==> config.mk <==
export PLATFORM = sky130hd
export DESIGN_NAME = gcast_ctrl
export DESIGN_NICKNAME = d
export VERILOG_FILES = /design/src/rtl/gcast_pkg.sv /design/src/rtl/gcast_ctrl.sv
export SDC_FILE = /design/constraint.sdc
export NUM_CORES = 1
export LEC_CHECK = 0
export BUFFER_PORTS_ARGS = -buffer_cell sky130_fd_sc_hd__buf_2
export CORE_MARGIN = 5
export CORE_UTILIZATION = 48
export CTS_BUF_LIST = sky130_fd_sc_hd__clkbuf_2
export CTS_CLUSTER_SIZE = 20
export DETAILED_ROUTE_END_ITERATION = 10
export PLACE_DENSITY = 0.82
export SYNTH_ARGS = -nofsm -noshare
export SYNTH_HDL_FRONTEND = slang
export SYNTH_SLANG_ARGS = --single-unit
==> constraint.sdc <==
create_clock -name clock -period 1.63 [get_ports clock]
set_clock_uncertainty 0.2 [all_clocks]
set_input_delay 0.326 -clock clock [delete_from_list [all_inputs] [get_ports clock]]
set_output_delay 0.326 -clock clock [all_outputs]
set_load 0.01 [all_outputs]
==> src/rtl/gcast_pkg.sv <==
// shared constants, types and helpers for the grid ray caster
`default_nettype none
package gcast_pkg;

   localparam int MAP_W     = 64;
   localparam int MAP_H     = 64;
   localparam int FRAC_BITS = 16;
   localparam int COL_W     = $clog2(MAP_W);
   localparam int ROW_W     = $clog2(MAP_H);
   localparam int CELL_W    = 6;
   localparam int POS_W     = 22;
   localparam int DIR_W     = 18;
   localparam int ONE       = 1 << FRAC_BITS;
   localparam int EPS_RAW   = (ONE + 5000) / 10000;
   localparam int EPS       = (EPS_RAW > 0) ? EPS_RAW : 1;
   localparam int SAT_LIM   = (MAP_W + MAP_H + 64) * ONE;
   localparam int CRD_W     = POS_W + 2;
   localparam int N_W       = 32;
   localparam int PROD_W    = DIR_W + CRD_W;
   localparam int Q_W       = 2 * DIR_W - 1;
   localparam int DVS_W     = DIR_W;
   localparam int SQ_W      = 2 * POS_W;
   localparam int ACC_W     = SQ_W + 1;

   typedef enum logic [4:0] {
      OP_NONE, OP_CLR, OP_LOAD, OP_WRD, OP_WWR, OP_SETUP, OP_DIVA, OP_FINA,
      OP_DIVB, OP_FINB, OP_RD, OP_CHK, OP_NEXT, OP_MAG, OP_MUL, OP_ACC, OP_RESULT
   } op_type;

   typedef struct packed {
      op_type     op;
      logic [1:0] idx;
   } cmd_type;

   typedef struct packed {
      logic clr_last;
      logic is_cast;
      logic cell_ok;
      logic dm_zero;
      logic div_done;
      logic run;
      logic solid;
      logic last_pass;
      logic both_hit;
      logic rsp_busy;
   } sts_type;

   function automatic logic signed [N_W-1:0] sat_q(input logic [Q_W-1:0] mag,
                                                   input logic neg);
      logic signed [N_W-1:0] v;
      if (mag > Q_W'(SAT_LIM)) v = N_W'(SAT_LIM);
      else v = N_W'(mag);
      return neg ? -v : v;
   endfunction

endpackage
`default_nettype wire

==> src/rtl/gcast_ctrl.sv <==
// controller state machine sequencing map writes and ray casts
`default_nettype none
module gcast_ctrl (
   input  wire logic                clock,
   input  wire logic                reset,
   input  wire logic                req_valid,
   output logic                     req_stall,
   input  wire gcast_pkg::sts_type  sts,
   output gcast_pkg::cmd_type       cmd
);
   import gcast_pkg::*;

   typedef enum logic [4:0] {
      S_CLR, S_IDLE, S_DECODE, S_WR_RD, S_WR_WR, S_PSET, S_DIVA, S_DIVA_W,
      S_DIVB, S_DIVB_W, S_WRD, S_WCHK, S_PEND, S_MAG, S_MUL, S_ACC, S_OUT
   } state_type;

   state_type  state_ff, state_in;
   logic [1:0] idx_ff, idx_in;

   always_comb begin
      state_in = state_ff;
      idx_in   = idx_ff;
      cmd.op   = OP_NONE;
      cmd.idx  = idx_ff;
      unique case (state_ff)
         S_CLR: begin
            cmd.op = OP_CLR;
            if (sts.clr_last) state_in = S_IDLE;
         end
         S_IDLE: begin
            if (req_valid) begin
               cmd.op   = OP_LOAD;
               state_in = S_DECODE;
            end
         end
         S_DECODE: begin
            if (sts.is_cast) state_in = S_PSET;
            else if (sts.cell_ok) state_in = S_WR_RD;
            else state_in = S_IDLE;
         end
         S_WR_RD: begin
            cmd.op   = OP_WRD;
            state_in = S_WR_WR;
         end
         S_WR_WR: begin
            cmd.op   = OP_WWR;
            state_in = S_IDLE;
         end
         S_PSET: begin
            if (sts.dm_zero) state_in = S_PEND;
            else begin
               cmd.op   = OP_SETUP;
               state_in = S_DIVA;
            end
         end
         S_DIVA: begin
            cmd.op   = OP_DIVA;
            state_in = S_DIVA_W;
         end
         S_DIVA_W: begin
            if (sts.div_done) begin
               cmd.op   = OP_FINA;
               state_in = S_DIVB;
            end
         end
         S_DIVB: begin
            cmd.op   = OP_DIVB;
            state_in = S_DIVB_W;
         end
         S_DIVB_W: begin
            if (sts.div_done) begin
               cmd.op   = OP_FINB;
               state_in = S_WRD;
            end
         end
         S_WRD: begin
            if (!sts.run) state_in = S_PEND;
            else begin
               cmd.op   = OP_RD;
               state_in = S_WCHK;
            end
         end
         S_WCHK: begin
            cmd.op   = OP_CHK;
            state_in = sts.solid ? S_PEND : S_WRD;
         end
         S_PEND: begin
            if (!sts.last_pass) begin
               cmd.op   = OP_NEXT;
               state_in = S_PSET;
            end else if (sts.both_hit) begin
               idx_in   = 2'd0;
               state_in = S_MAG;
            end else begin
               state_in = S_OUT;
            end
         end
         S_MAG: begin
            cmd.op   = OP_MAG;
            state_in = S_MUL;
         end
         S_MUL: begin
            cmd.op   = OP_MUL;
            state_in = S_ACC;
         end
         S_ACC: begin
            cmd.op = OP_ACC;
            if (idx_ff == 2'd3) state_in = S_OUT;
            else begin
               idx_in   = idx_ff + 2'd1;
               state_in = S_MAG;
            end
         end
         S_OUT: begin
            if (!sts.rsp_busy) begin
               cmd.op   = OP_RESULT;
               state_in = S_IDLE;
            end
         end
         default: state_in = S_IDLE;
      endcase
   end

   always_ff @(posedge clock) begin
      if (reset) begin
         state_ff <= S_CLR;
         idx_ff   <= 2'd0;
      end else begin
         state_ff <= state_in;
         idx_ff   <= idx_in;
      end
   end

   assign req_stall = state_ff != S_IDLE;
endmodule
`default_nettype wire

==> qor.csv, run 1 <==
stage,metric,value,unit
run_status,run_status,stopped before the end,
run_status,lastStage,5_1_grt,
run_status,stop_error,[ERROR DPL-0033] detailed placement checks failed during check placement.,
place,routabilityCongestion,0.9449,
die,die_w,50.43,um
die,start_util,51.48,%
die,pin_count,21,
synth,synth_nets,122,
synth,syn_area_per_cell,7.264,um^2
place,port_buffers,20,
sta,worstEndpointType,primary output,
synth,synth_warnings,0,
synth,synth_seq_cells,7,
synth,synthesis.area,784.5,um^2
clocking,clock-sinks,7,
place,place_hpwl,2264,um
clocking,cts-buffers-inserted,3,
synth,synth_edf_count,0,
die,die_h,50.43,um
synth,syn_inst,108,
synth,ys_types,41,
die,num_rows,14,
synth,ys.flop_type,dfxtp_1,
clocking,cts.path.max_buffers,2,
synth,yosysSeqAreaShare,17.86,%
grt,grt_start_max_net_pins,10,
synth,synthArstFlopShare,0,%
clocking,root_buffer,clkbuf_2,
sta,grt_worst_setup_endpoint,cmd[6],
grt,antenna_found_initial,0,
clocking,holdBufCountCts,0,
clocking,htree_levels,1,
-- Yosys cell counts, types with 2 or more instances --
cell type   n  area, um^2
a211oi_1    4       30.03
a21oi_1     8       40.04
a31oi_1     4       25.02
buf_2       5       25.02
buf_4       2       15.01
buf_6       2       22.52
dfxtp_1     7       140.1
inv_1       4       15.01
mux2i_1     2       20.02
nand2_1     8       30.03
nand2b_1    4       25.02
nand3_1     2       10.01
nor2_1     13       48.80
nor2b_1     3       18.77
nor3_1      3       15.01
nor4_2      2       25.02
nor4b_1     2       17.52
o21a_1      3       22.52
o21ai_0     7       35.03
o221ai_1    2       17.52
-- metrics by stage --
stage	std cells	setup WS, ns	utilization, %	area, um^2	hold slack, ns
floorplan	108	-0.006079	-	822.0	0.1984
detailed placement	171	-0.1994	74.63	1137	0.3249
global placement	171	-0.1194	74.63	1137	0.3073
CTS	181	-0.2588	87.11	1328	0.1395
-- logic make-up after synthesis --
kind of cell / after synthesis / synth area share [%]
compound gates: 38 / 33.49
fa+ha+maj: 1 / 1.595
buf+inv: 13 / 9.887
flops: 7 / 17.86
mux: 2 / 2.552
simple gates: 47 / 34.61
-- timing repair --
item,in CTS
gates resized for setup,38
setup endpoints to repair,13
pin swaps,10
setup buffers,6
==> run 2: changes to the inputs <==
==> config.mk (replaced) <==
export PLATFORM = sky130hd
export DESIGN_NAME = gcast_ctrl
export DESIGN_NICKNAME = d
export VERILOG_FILES = /design/src/rtl/gcast_pkg.sv /design/src/rtl/gcast_ctrl.sv
export SDC_FILE = /design/constraint.sdc
export NUM_CORES = 1
export LEC_CHECK = 0
export BUFFER_PORTS_ARGS = -buffer_cell sky130_fd_sc_hd__buf_2
export CORE_AREA = 5 5 66 68
export DETAILED_ROUTE_END_ITERATION = 10
export DIE_AREA = 0 0 71 73
export PLACE_DENSITY_LB_ADDON = 0.15
export SYNTH_ARGS = -nofsm -noshare
export SYNTH_HDL_FRONTEND = slang
export SYNTH_SLANG_ARGS = --single-unit
==> constraint.sdc (replaced) <==
create_clock -name clock -period 2.1 [get_ports clock]
set_clock_uncertainty 0.2 [all_clocks]
set_input_delay 0.42 -clock clock [delete_from_list [all_inputs] [get_ports clock]]
set_output_delay 0.42 -clock clock [all_outputs]
set_load 0.01 [all_outputs]
==> run 2 against run 1 <==
  * The run now ends clean
  * Synthesized cell count unchanged
  * Synthesized area is the same
==> qor.csv, run 2 <==
stage,metric,value,unit
worst_setup_path,worst_setup_path_start_kind,register,
synth,synth_top_area_share,17.86,%
power,switchingPower,0.1183,mW
die,start_util,20.65,%
worst_setup_path,crit_type,register to primary output,
synth,synth_nets,122,
worst_setup_path,critPathArrivalTime,1.45,ns
clocking,root_buffer,clkbuf_8,
grt,overflow,0,
clocking,cts.path.max_buffers,2,
worst_setup_path,cp-startpoint,state_ff[1],
power,p_sw_share,27.60,%
synth,yosysSeqAreaShare,17.86,%
clocking,htree_levels,1,
sta,period_needed,2.072,ns
final_layout,final_common_cell,buf_2,
die,dieArea,5183,um^2
worst_setup_path,critical-path-top-delay-family,simple AND/OR/NAND/NOR gates,
sta,rsz0062_at_grt,yes,
die,pin_count,21,
synth,syn_area_per_cell,7.264,um^2
place,place_hpwl,1921,um
synth,synthArstFlopShare,0,%
sta,max_slew_margin,72.64,%
final_layout,drive_gt1_share,36.03,%
clocking,cts_setup_buffers,0,
route,first_pass_iters,4,
route,via_per_inst,5.048,
clocking,holdBufCountCts,0,
synth,ys_types,41,
worst_setup_path,reg2reg_from,state_ff[1],
worst_setup_path,setup.worst_path.end_class,primary output,
final_layout,fin_cells,186,
power,power_frac_seq,33.4,%
power,power,0.4284,mW
route,drt_iter0_drc,104,
place,post-place-cells,182,
power,powerDensity,408.1,nW/um^2
die,die_h,73,um
route,antenna_left,0,
worst_setup_path,r2r-end,state_ff[0],
sta,finalSetupViolCount,0,
sta,max_freq,482.7,MHz
synth,ys.flop_type,dfxtp_1,
final_layout,n_antenna_cell,0,
place,placed_cell_area,982.2,um^2
clocking,clock_latency,0.23,ns
sta,finalHoldViolCount,0,
route,vias,939,
synth,synth_edf_count,0,
worst_setup_path,crit_slowest_cell,nor4_2,
final_layout,most-common-layout-cells,"20 x buf_2, 13 x buf_4, 12 x nor2_1, 8 x nand2_1, 8 x a21oi_1",
synth,synth.most_common_cell,nor2_1,
synth,yosys-top-cells-area,"dfxtp_1 18%, nor2_1 6.2%, a21oi_1 5.1%",
worst_setup_path,crit_buf_inv,2,
synth,synthesis.area,784.5,um^2
min_path,min_path_type,input pin to register,
grt,antenna_found_initial,0,
worst_setup_path,path_cells,buf_4 > nor4_2 > nand2_1 > nor2_1 > buf_2,
run_status,run_status,"finished, final reports clean",
clocking,cts-buffers-inserted,3,
final_layout,final_core_utilization,27.63,%
min_path,min_to,state_ff[2],
worst_setup_path,slowest_delay,0.38,ns
grt,grt_pass1_vias,912,
clocking,clk_pin_slew_worst_paths,0.04,ns
route,routed_wl,2500,um
worst_setup_path,required,1.48,ns
synth,synth_seq_cells,7,
min_path,worstHoldPathCells,2,
sta,worst_pin_slew,0.4071,ns
final_layout,largest_reg_flops,5,
sta,min_period_over_period,98.65,%
power,p_leak,0.3724,nW
die,coreArea,3799,um^2
power,intPower,0.3102,mW
power,ir_drop,0.2683,mV
final_layout,nets,151,
die,num_rows,23,
worst_setup_path,rr_worst_depth,5,
grt,grt_start_max_net_pins,12,
min_path,hp-start,reset,
die,die_w,71,um
route,drc_errors,0,
synth,yosys-top-cells-count,"13 x nor2_1, 8 x a21oi_1, 8 x nand2_1",
final_layout,area_growth,33.81,%
sta,drv_slew,0,
route,wire_per_inst,13.44,um
clocking,clock-sinks,7,
worst_setup_path,crit_fanout,9,
place,routabilityCongestion,0.7703,
final_layout,regMostFlops,state_ff,
final_layout,reg.largest.list,"state_ff: 5 flops, idx_ff: 2 flops",
run,maxCapViolCount,0,
power,clkPwrFrac,45.2,%
place,port_buffers,20,
worst_setup_path,r2r_slack,0.24,ns
synth,syn_inst,108,
final_layout,final_area,1050,um^2
clocking,cts_tree,yes,
power,p_comb_share,21.5,%
synth,yosysTopAreaCell,dfxtp_1,
grt,track_usage,9.737,%
synth,synth_warnings,0,
grt,grt_pass1_wl,4133,um
-- run 2: cell families (layout without fill, tap and decap cells) --
family                     count (synthesis)  in the layout  share of synthesized area (%)
buffers and inverters                     13             41                          9.887
AOI/OAI and AO/OA                         38             38                          33.49
adders and majority gates                  1              1                          1.595
and+or+nand+nor                           47             47                          34.61
DFF                                        7              7                          17.86
muxes                                      2              2                          2.552
-- run 2: power groups by stage --
stage / combinational [mW] / clock (mW) / sequential (mW)
2_1_floorplan: 0.0572 / 0 / 0.141
3_3_place_gp: 0.0904 / 0 / 0.146
3_5_place_dp: 0.0907 / 0 / 0.146
4_1_cts: 0.0913 / 0.199 / 0.144
5_1_grt: 0.101 / 0.211 / 0.143
6_report: 0.0919 / 0.194 / 0.143
-- run 2: worst reg2reg max path, delay by kind of cell (launching register included) --
family	cells	cell delay, ns
AOI/OAI and AO/OA	3	0.74
buffers and inverters	1	0.18
DFF	1	0.41
and+or+nand+nor	1	0.23
-- run 2: what timing repair did --
| action | CTS | global route |
|---|---|---|
| resized for setup | 4 | 4 |
| endpoints found under the setup margin | 6 | 5 |
| pin swaps | 0 | 0 |
-- run 2: cell type report --
class                      instances  area [um^2]
sequential                         7        147.6
clock buffer                       4        45.04
fill                             426         2749
tap                               50        62.56
multi-input combinational         88        581.8
inverter                           4        15.01
timing repair buffer              33        197.7
-- run 2: worst max path at each step --
stage,to,slack (ns),cells past startpoint
finish,cmd[6],0.03,5
global route,cmd[6],-0.06,5
CTS,cmd[6],0.03,5
detailed placement,state_ff[0],0.15,5
global placement,cmd[3],0.16,5
floorplan,cmd[6],0.25,5
-- run 2: stage by stage --
step | worst slack (ns) | setup TNS [ns] | hold slack [ns]
2_1_floorplan | 0.2541 | 0 | 0.2924
3_3_place_gp | 0.1608 | 0 | 0.3103
3_5_place_dp | 0.1494 | 0 | 0.3234
4_1_cts | 0.03449 | 0 | 0.2803
5_1_grt | -0.06411 | -0.1431 | 0.2929
6_report | 0.02839 | 0 | 0.2712
-- run 2: per-layer routing --
layer | part of all wire, % | global-route usage [%] | vias to the layer above
li1 | - | - | 465
met1 | 46 | 12.41 | 435
met2 | 46 | 15.76 | 33
met3 | 6.2 | 3.030 | 6
met4 | 1.7 | 2.923 | 0
met5 | 0 | 0 | -
Power figures use the tool's default switching activity.
==> run 3: changes to the inputs <==
--- a/config.mk
+++ b/config.mk
@@ -7,6 +7,7 @@
 export LEC_CHECK = 0
 export BUFFER_PORTS_ARGS = -buffer_cell sky130_fd_sc_hd__buf_2
 export CORE_AREA = 5 5 66 68
+export CTS_BUF_LIST = sky130_fd_sc_hd__clkbuf_4
 export DETAILED_ROUTE_END_ITERATION = 10
 export DIE_AREA = 0 0 71 73
 export PLACE_DENSITY_LB_ADDON = 0.15
==> run 3 against run 2 <==
  * Sequential share of layout area grew 0.16 points
  * Worst setup slack gained 0.023 ns
  * Critical path type unchanged
  * First-iteration DRC count shrank 33%
  * Non-clock buffer count grew 2
  * Highest routed layer unchanged
  * Clock power shrank 30%
  * Total power shrank 11%
  * Sequential power shrank 3%
  * Register-to-register slack lost 0.05 ns
  * Combinational power grew 14%
  * Worst hold slack lost 0.022 ns
  * Maximum frequency grew 1.1%
  * Via count grew 3.0%
==> qor.csv, run 3 (synthesis gave the netlist of run 2 again) <==
stage,metric,value,unit
run_status,run_status,"finished, final reports clean",
route,first_pass_iters,4,
route,antenna_left,0,
final_layout,area_growth,40.19,%
clocking,clk_pin_slew_worst_paths,0.06,ns
clocking,clock_latency,0.25,ns
min_path,min_to,state_ff[2],
clocking,holdBufCountCts,0,
final_layout,most-common-layout-cells,"20 x buf_2, 12 x buf_4, 11 x nor2_1, 8 x nand2_1, 8 x a21oi_1",
place,routabilityCongestion,0.7703,
min_path,min_path_type,input pin to register,
route,drc_errors,0,
final_layout,final_common_cell,buf_2,
sta,fin_tns_setup,0,ns
clocking,cts-buffers-inserted,3,
sta,max_freq,488.1,MHz
worst_setup_path,r2r_slack,0.19,ns
final_layout,nets,153,
sta,worst_pin_slew,0.4323,ns
grt,overflow,0,
sta,worst_slack,0.05143,ns
clocking,cts.path.max_buffers,2,
place,post-place-ws,0.1494,ns
final_layout,n_antenna_cell,0,
final_layout,drive_gt1_share,39.86,%
grt,grt_pass1_vias,895,
final_layout,reg.largest.list,"state_ff: 5 flops, idx_ff: 2 flops",
worst_setup_path,r2r-end,state_ff[0],
place,post-place-cells,182,
die,dieArea,5183,um^2
final_layout,regMostFlops,state_ff,
route,drt_iter0_drc,70,
power,power,0.3798,mW
min_path,worstHoldPathCells,2,
route,vias,967,
die,pin_count,21,
grt,antenna_found_initial,0,
sta,period_needed,2.049,ns
sta,min_period_over_period,97.55,%
worst_setup_path,required,1.48,ns
clocking,root_buffer,clkbuf_4,
sta,finalSetupViolCount,0,
place,place_hpwl,1921,um
run,maxCapViolCount,0,
worst_setup_path,crit_fanout,7,
grt,track_usage,9.593,%
die,die_h,73,um
route,via_per_inst,5.144,
sta,max_slew_margin,70.91,%
worst_setup_path,crit_type,register to primary output,
final_layout,fin_cells,188,
clocking,htree_levels,1,
worst_setup_path,reg2reg_from,state_ff[0],
sta,drv_slew,0,
die,die_w,71,um
die,num_rows,23,
die,coreArea,3799,um^2
power,p_leak,0.3953,nW
route,routed_wl,2539,um
die,start_util,20.65,%
worst_setup_path,critPathArrivalTime,1.43,ns
place,port_buffers,20,
route,wire_per_inst,13.51,um
final_layout,largest_reg_flops,5,
sta,finalHoldViolCount,0,
min_path,hp-start,reset,
power,powerDensity,345.3,nW/um^2
worst_setup_path,setup.worst_path.end_class,primary output,
grt,grt_start_max_net_pins,12,
clocking,clock-sinks,7,
worst_setup_path,worst_setup_path_start_kind,register,
worst_setup_path,rr_worst_depth,6,
grt,grt_pass1_wl,4064,um
clocking,cts_tree,yes,
sta,rsz0062_at_grt,yes,
power,ir_drop,0.3303,mV
[run 3: cell count changes in the layout (fill, tap and decap cells not counted), moves of 2 or more]
cell / delta
clkbuf_8: -3
dfxtp_2: -2
nor4_2: -2
clkbuf_4: +4
o21ai_0: -2
nor4_4: +2
dfxtp_4: +3
buf_6: +2
o21ai_1: +2
[run 3: critical path, stage by stage (launching register included)]
cell and delay, ns:
dfxtp_4 0.38, buf_4 0.15, or4_1 0.50, buf_2 0.15
[run 3: worst max-delay path by stage]
| stage | endpoint | slack (ns) | from |
|---|---|---|---|
| floorplan | cmd[6] | 0.25 | state_ff[3] |
| global placement | cmd[3] | 0.16 | state_ff[1] |
| detailed placement | state_ff[0] | 0.15 | state_ff[0] |
| CTS | cmd[6] | 0.002 | state_ff[1] |
| global route | cmd[3] | -0.003 | state_ff[1] |
| finish | req_stall | 0.05 | state_ff[3] |
[run 3: stage by stage]
| step | instance area (um^2) | hold WS, ns | util [%] |
|---|---|---|---|
| 3_3_place_gp | 982.2 | 0.3103 | 25.86 |
| 5_1_grt | 1100 | 0.2574 | 28.95 |
| 6_report | 1100 | 0.2491 | 28.95 |
| 3_5_place_dp | 982.2 | 0.3234 | 25.86 |
| 2_1_floorplan | 784.5 | 0.2924 | - |
| 4_1_cts | 1017 | 0.2498 | 26.78 |
[run 3: final cells by class]
type,count,area (um^2)
multi-input combinational,88,618.1
timing repair buffer,35,217.7
inverter,4,15.01
sequential,7,156.4
tap,50,62.56
clock buffer,4,30.03
fill,419,2699
[run 3: per-layer routing]
metal / up-vias / wire length, um / track usage, % / share of wire, %
li1: 477 / - / - / -
met1: 453 / 1116 / 12.33 / 44
met2: 29 / 1216 / 15.35 / 48
met3: 8 / 140 / 3.030 / 5.5
met4: 0 / 66 / 2.923 / 2.6
met5: - / 0 / 0 / 0
[run 3: power breakdown]
part / switching, mW / internal [mW]
sequential: 0.00686 / 0.132
clock: 0.0505 / 0.0855
combinational: 0.0541 / 0.0504
[run 3: what timing repair did]
item,in CTS,in global routing
endpoints found under the hold margin,0,0
endpoints found under the setup margin,6,5
buffers inserted,0,2
resized for setup,4,18
pin swaps,0,3
==> run 4: changes to the inputs <==
--- a/config.mk
+++ b/config.mk
@@ -11,6 +11,7 @@
 export DETAILED_ROUTE_END_ITERATION = 10
 export DIE_AREA = 0 0 71 73
 export PLACE_DENSITY_LB_ADDON = 0.15
+export RECOVER_POWER = 25
 export SYNTH_ARGS = -nofsm -noshare
 export SYNTH_HDL_FRONTEND = slang
 export SYNTH_SLANG_ARGS = --single-unit
==> run 4 against run 3 <==
  * Global-route usage stayed put
  * Worst hold slack about the same
  * Non-clock buffer count is the same
  * First-iteration DRC count unchanged
  * Sequential share of layout area is essentially flat
  * Total power about the same
  * Maximum frequency about the same
  * Die area unchanged
  * Critical path depth did not move
  * Final area fell by 0.23%
  * Register-to-register slack hardly changed
  * Sequential power hardly changed
==> qor.csv, run 4 (synthesis gave the netlist of run 2 again) <==
stage,metric,value,unit
final_layout,final_core_utilization,28.89,%
place,placed_cell_area,982.2,um^2
grt,grt_pass1_wl,4064,um
place,post-place-cells,182,
sta,min_period_over_period,97.55,%
final_layout,area_growth,39.87,%
route,drc_errors,0,
route,first_pass_iters,4,
sta,drv_slew,0,
worst_setup_path,required,1.48,ns
grt,track_usage,9.593,%
sta,finalSetupViolCount,0,
run,maxCapViolCount,0,
final_layout,regMostFlops,state_ff,
power,p_leak,0.3865,nW
grt,grt_start_max_net_pins,12,
worst_setup_path,r2r-end,state_ff[0],
final_layout,n_antenna_cell,0,
worst_setup_path,crit_end,req_stall,
clocking,clock-sinks,7,
die,dieArea,5183,um^2
sta,max_slew_margin,70.91,%
clocking,cts_tree,yes,
final_layout,fin_cells,188,
die,die_w,71,um
route,drt_iter0_drc,70,
worst_setup_path,slowest_delay,0.50,ns
worst_setup_path,critPathArrivalTime,1.43,ns
route,vias,964,
run_status,run_status,"finished, final reports clean",
die,pin_count,21,
worst_setup_path,setup.worst_path.end_class,primary output,
sta,period_needed,2.049,ns
die,die_h,73,um
worst_setup_path,worst_setup_path_start_kind,register,
die,num_rows,23,
power,ir_drop,0.3303,mV
final_layout,most-common-layout-cells,"18 x buf_2, 12 x buf_4, 11 x nor2_1, 8 x nand2_1, 8 x a21oi_1",
clocking,clk_pin_slew_worst_paths,0.06,ns
final_layout,fillCellCount,421,
grt,overflow,0,
place,port_buffers,20,
sta,finalHoldViolCount,0,
clocking,cts.path.max_buffers,2,
final_layout,seqCellArea,156.4,um^2
sta,rsz0062_at_grt,yes,
worst_setup_path,crit_fanout,7,
worst_setup_path,path_cells,buf_4 > or4_1 > buf_2,
grt,antenna_found_initial,0,
clocking,clock_latency,0.25,ns
place,routabilityCongestion,0.7703,
die,coreArea,3799,um^2
grt,grt_pass1_vias,895,
worst_setup_path,crit_slowest_cell,or4_1,
worst_setup_path,cp-startpoint,state_ff[3],
route,wire_per_inst,13.50,um
min_path,min_path_type,input pin to register,
clocking,cts-buffers-inserted,3,
route,via_per_inst,5.128,
route,routed_wl,2538,um
worst_setup_path,critical-path-top-delay-family,simple AND/OR/NAND/NOR gates,
worst_setup_path,cp.depth,3,
sta,max_freq,488.1,MHz
final_layout,drive_gt1_share,38.41,%
final_layout,final_area,1097,um^2
worst_setup_path,crit_type,register to primary output,
worst_setup_path,reg2reg_from,state_ff[0],
clocking,htree_levels,1,
final_layout,multi_input_area,618.1,um^2
sta,worst_pin_slew,0.4323,ns
clocking,holdBufCountCts,0,
place,place_hpwl,1921,um
final_layout,nets,153,
final_layout,largest_reg_flops,5,
worst_setup_path,r2r_slack,0.19,ns
route,antenna_left,0,
die,start_util,20.65,%
power,powerDensity,346.1,nW/um^2
worst_setup_path,rr_worst_depth,6,
final_layout,final_common_cell,buf_2,
clocking,root_buffer,clkbuf_4,
worst_setup_path,crit_buf_inv,2,
final_layout,reg.largest.list,"state_ff: 5 flops, idx_ff: 2 flops",
## run 4: cell count changes in the layout (fill, tap and decap cells not counted)
cell / delta
buf_2: -2
clkbuf_1: +2
## run 4: repair_timing
action | in CTS | in global routing
gates resized for setup | 4 | 18
endpoints found under the setup margin | 6 | 5
setup buffers | 0 | 2
endpoints found under the hold margin | 0 | 0
pin swaps | 0 | 3
## run 4: where the power goes
group | switching (mW) | total, mW | leakage [nW] | internal, mW
Sequential | 0.00686 | 0.139 | 0.0602 | 0.132
Clock | 0.0505 | 0.136 | 0.0184 | 0.0855
Combinational | 0.0541 | 0.105 | 0.308 | 0.0504
## run 4: worst min path at each step
stage | startpoint | end | slack, ns | cells past startpoint
floorplan | reset | idx_ff[0] | 0.29 | 1
global placement | idx_ff[1] | idx_ff[1] | 0.31 | 2
detailed placement | idx_ff[1] | idx_ff[1] | 0.32 | 2
CTS | reset | state_ff[2] | 0.25 | 2
global route | reset | state_ff[4] | 0.26 | 2
finish | reset | state_ff[2] | 0.25 | 2
## run 4: stage by stage
step | power, mW | setup TNS (ns) | hold WS [ns] | setup WS (ns)
4_1_cts | 0.3789 | 0 | 0.2498 | 0.001832
3_5_place_dp | 0.2362 | 0 | 0.3234 | 0.1494
2_1_floorplan | 0.1980 | 0 | 0.2924 | 0.2541
3_3_place_gp | 0.2364 | 0 | 0.3103 | 0.1608
5_1_grt | 0.4094 | -0.004735 | 0.2574 | -0.003149
6_report | 0.3798 | 0 | 0.2494 | 0.05144
## run 4: final cells by class
cell class | count | share of cell area [%]
Tap cell | 50 | 5.701
Clock buffer | 4 | 2.737
Sequential cell | 7 | 14.25
Multi-Input combinational cell | 88 | 56.33
Inverter | 4 | 1.368
Timing Repair Buffer | 35 | 19.61
## run 4: metal layers
layer	wire (um)	GRT usage [%]	vias up
met4	66	2.923	0
met2	1213	15.35	29
met5	0	0	-
li1	-	-	477
met3	138	3.030	8
met1	1119	12.33	450
## run 4: worst reg2reg max path: stages, from the launching register on
cell	delay, ns
dfxtp_4	0.40
clkbuf_2	0.17
buf_4	0.15
nand2_1	0.15
o221ai_1	0.31
a221oi_1	0.17
a211oi_1	0.26
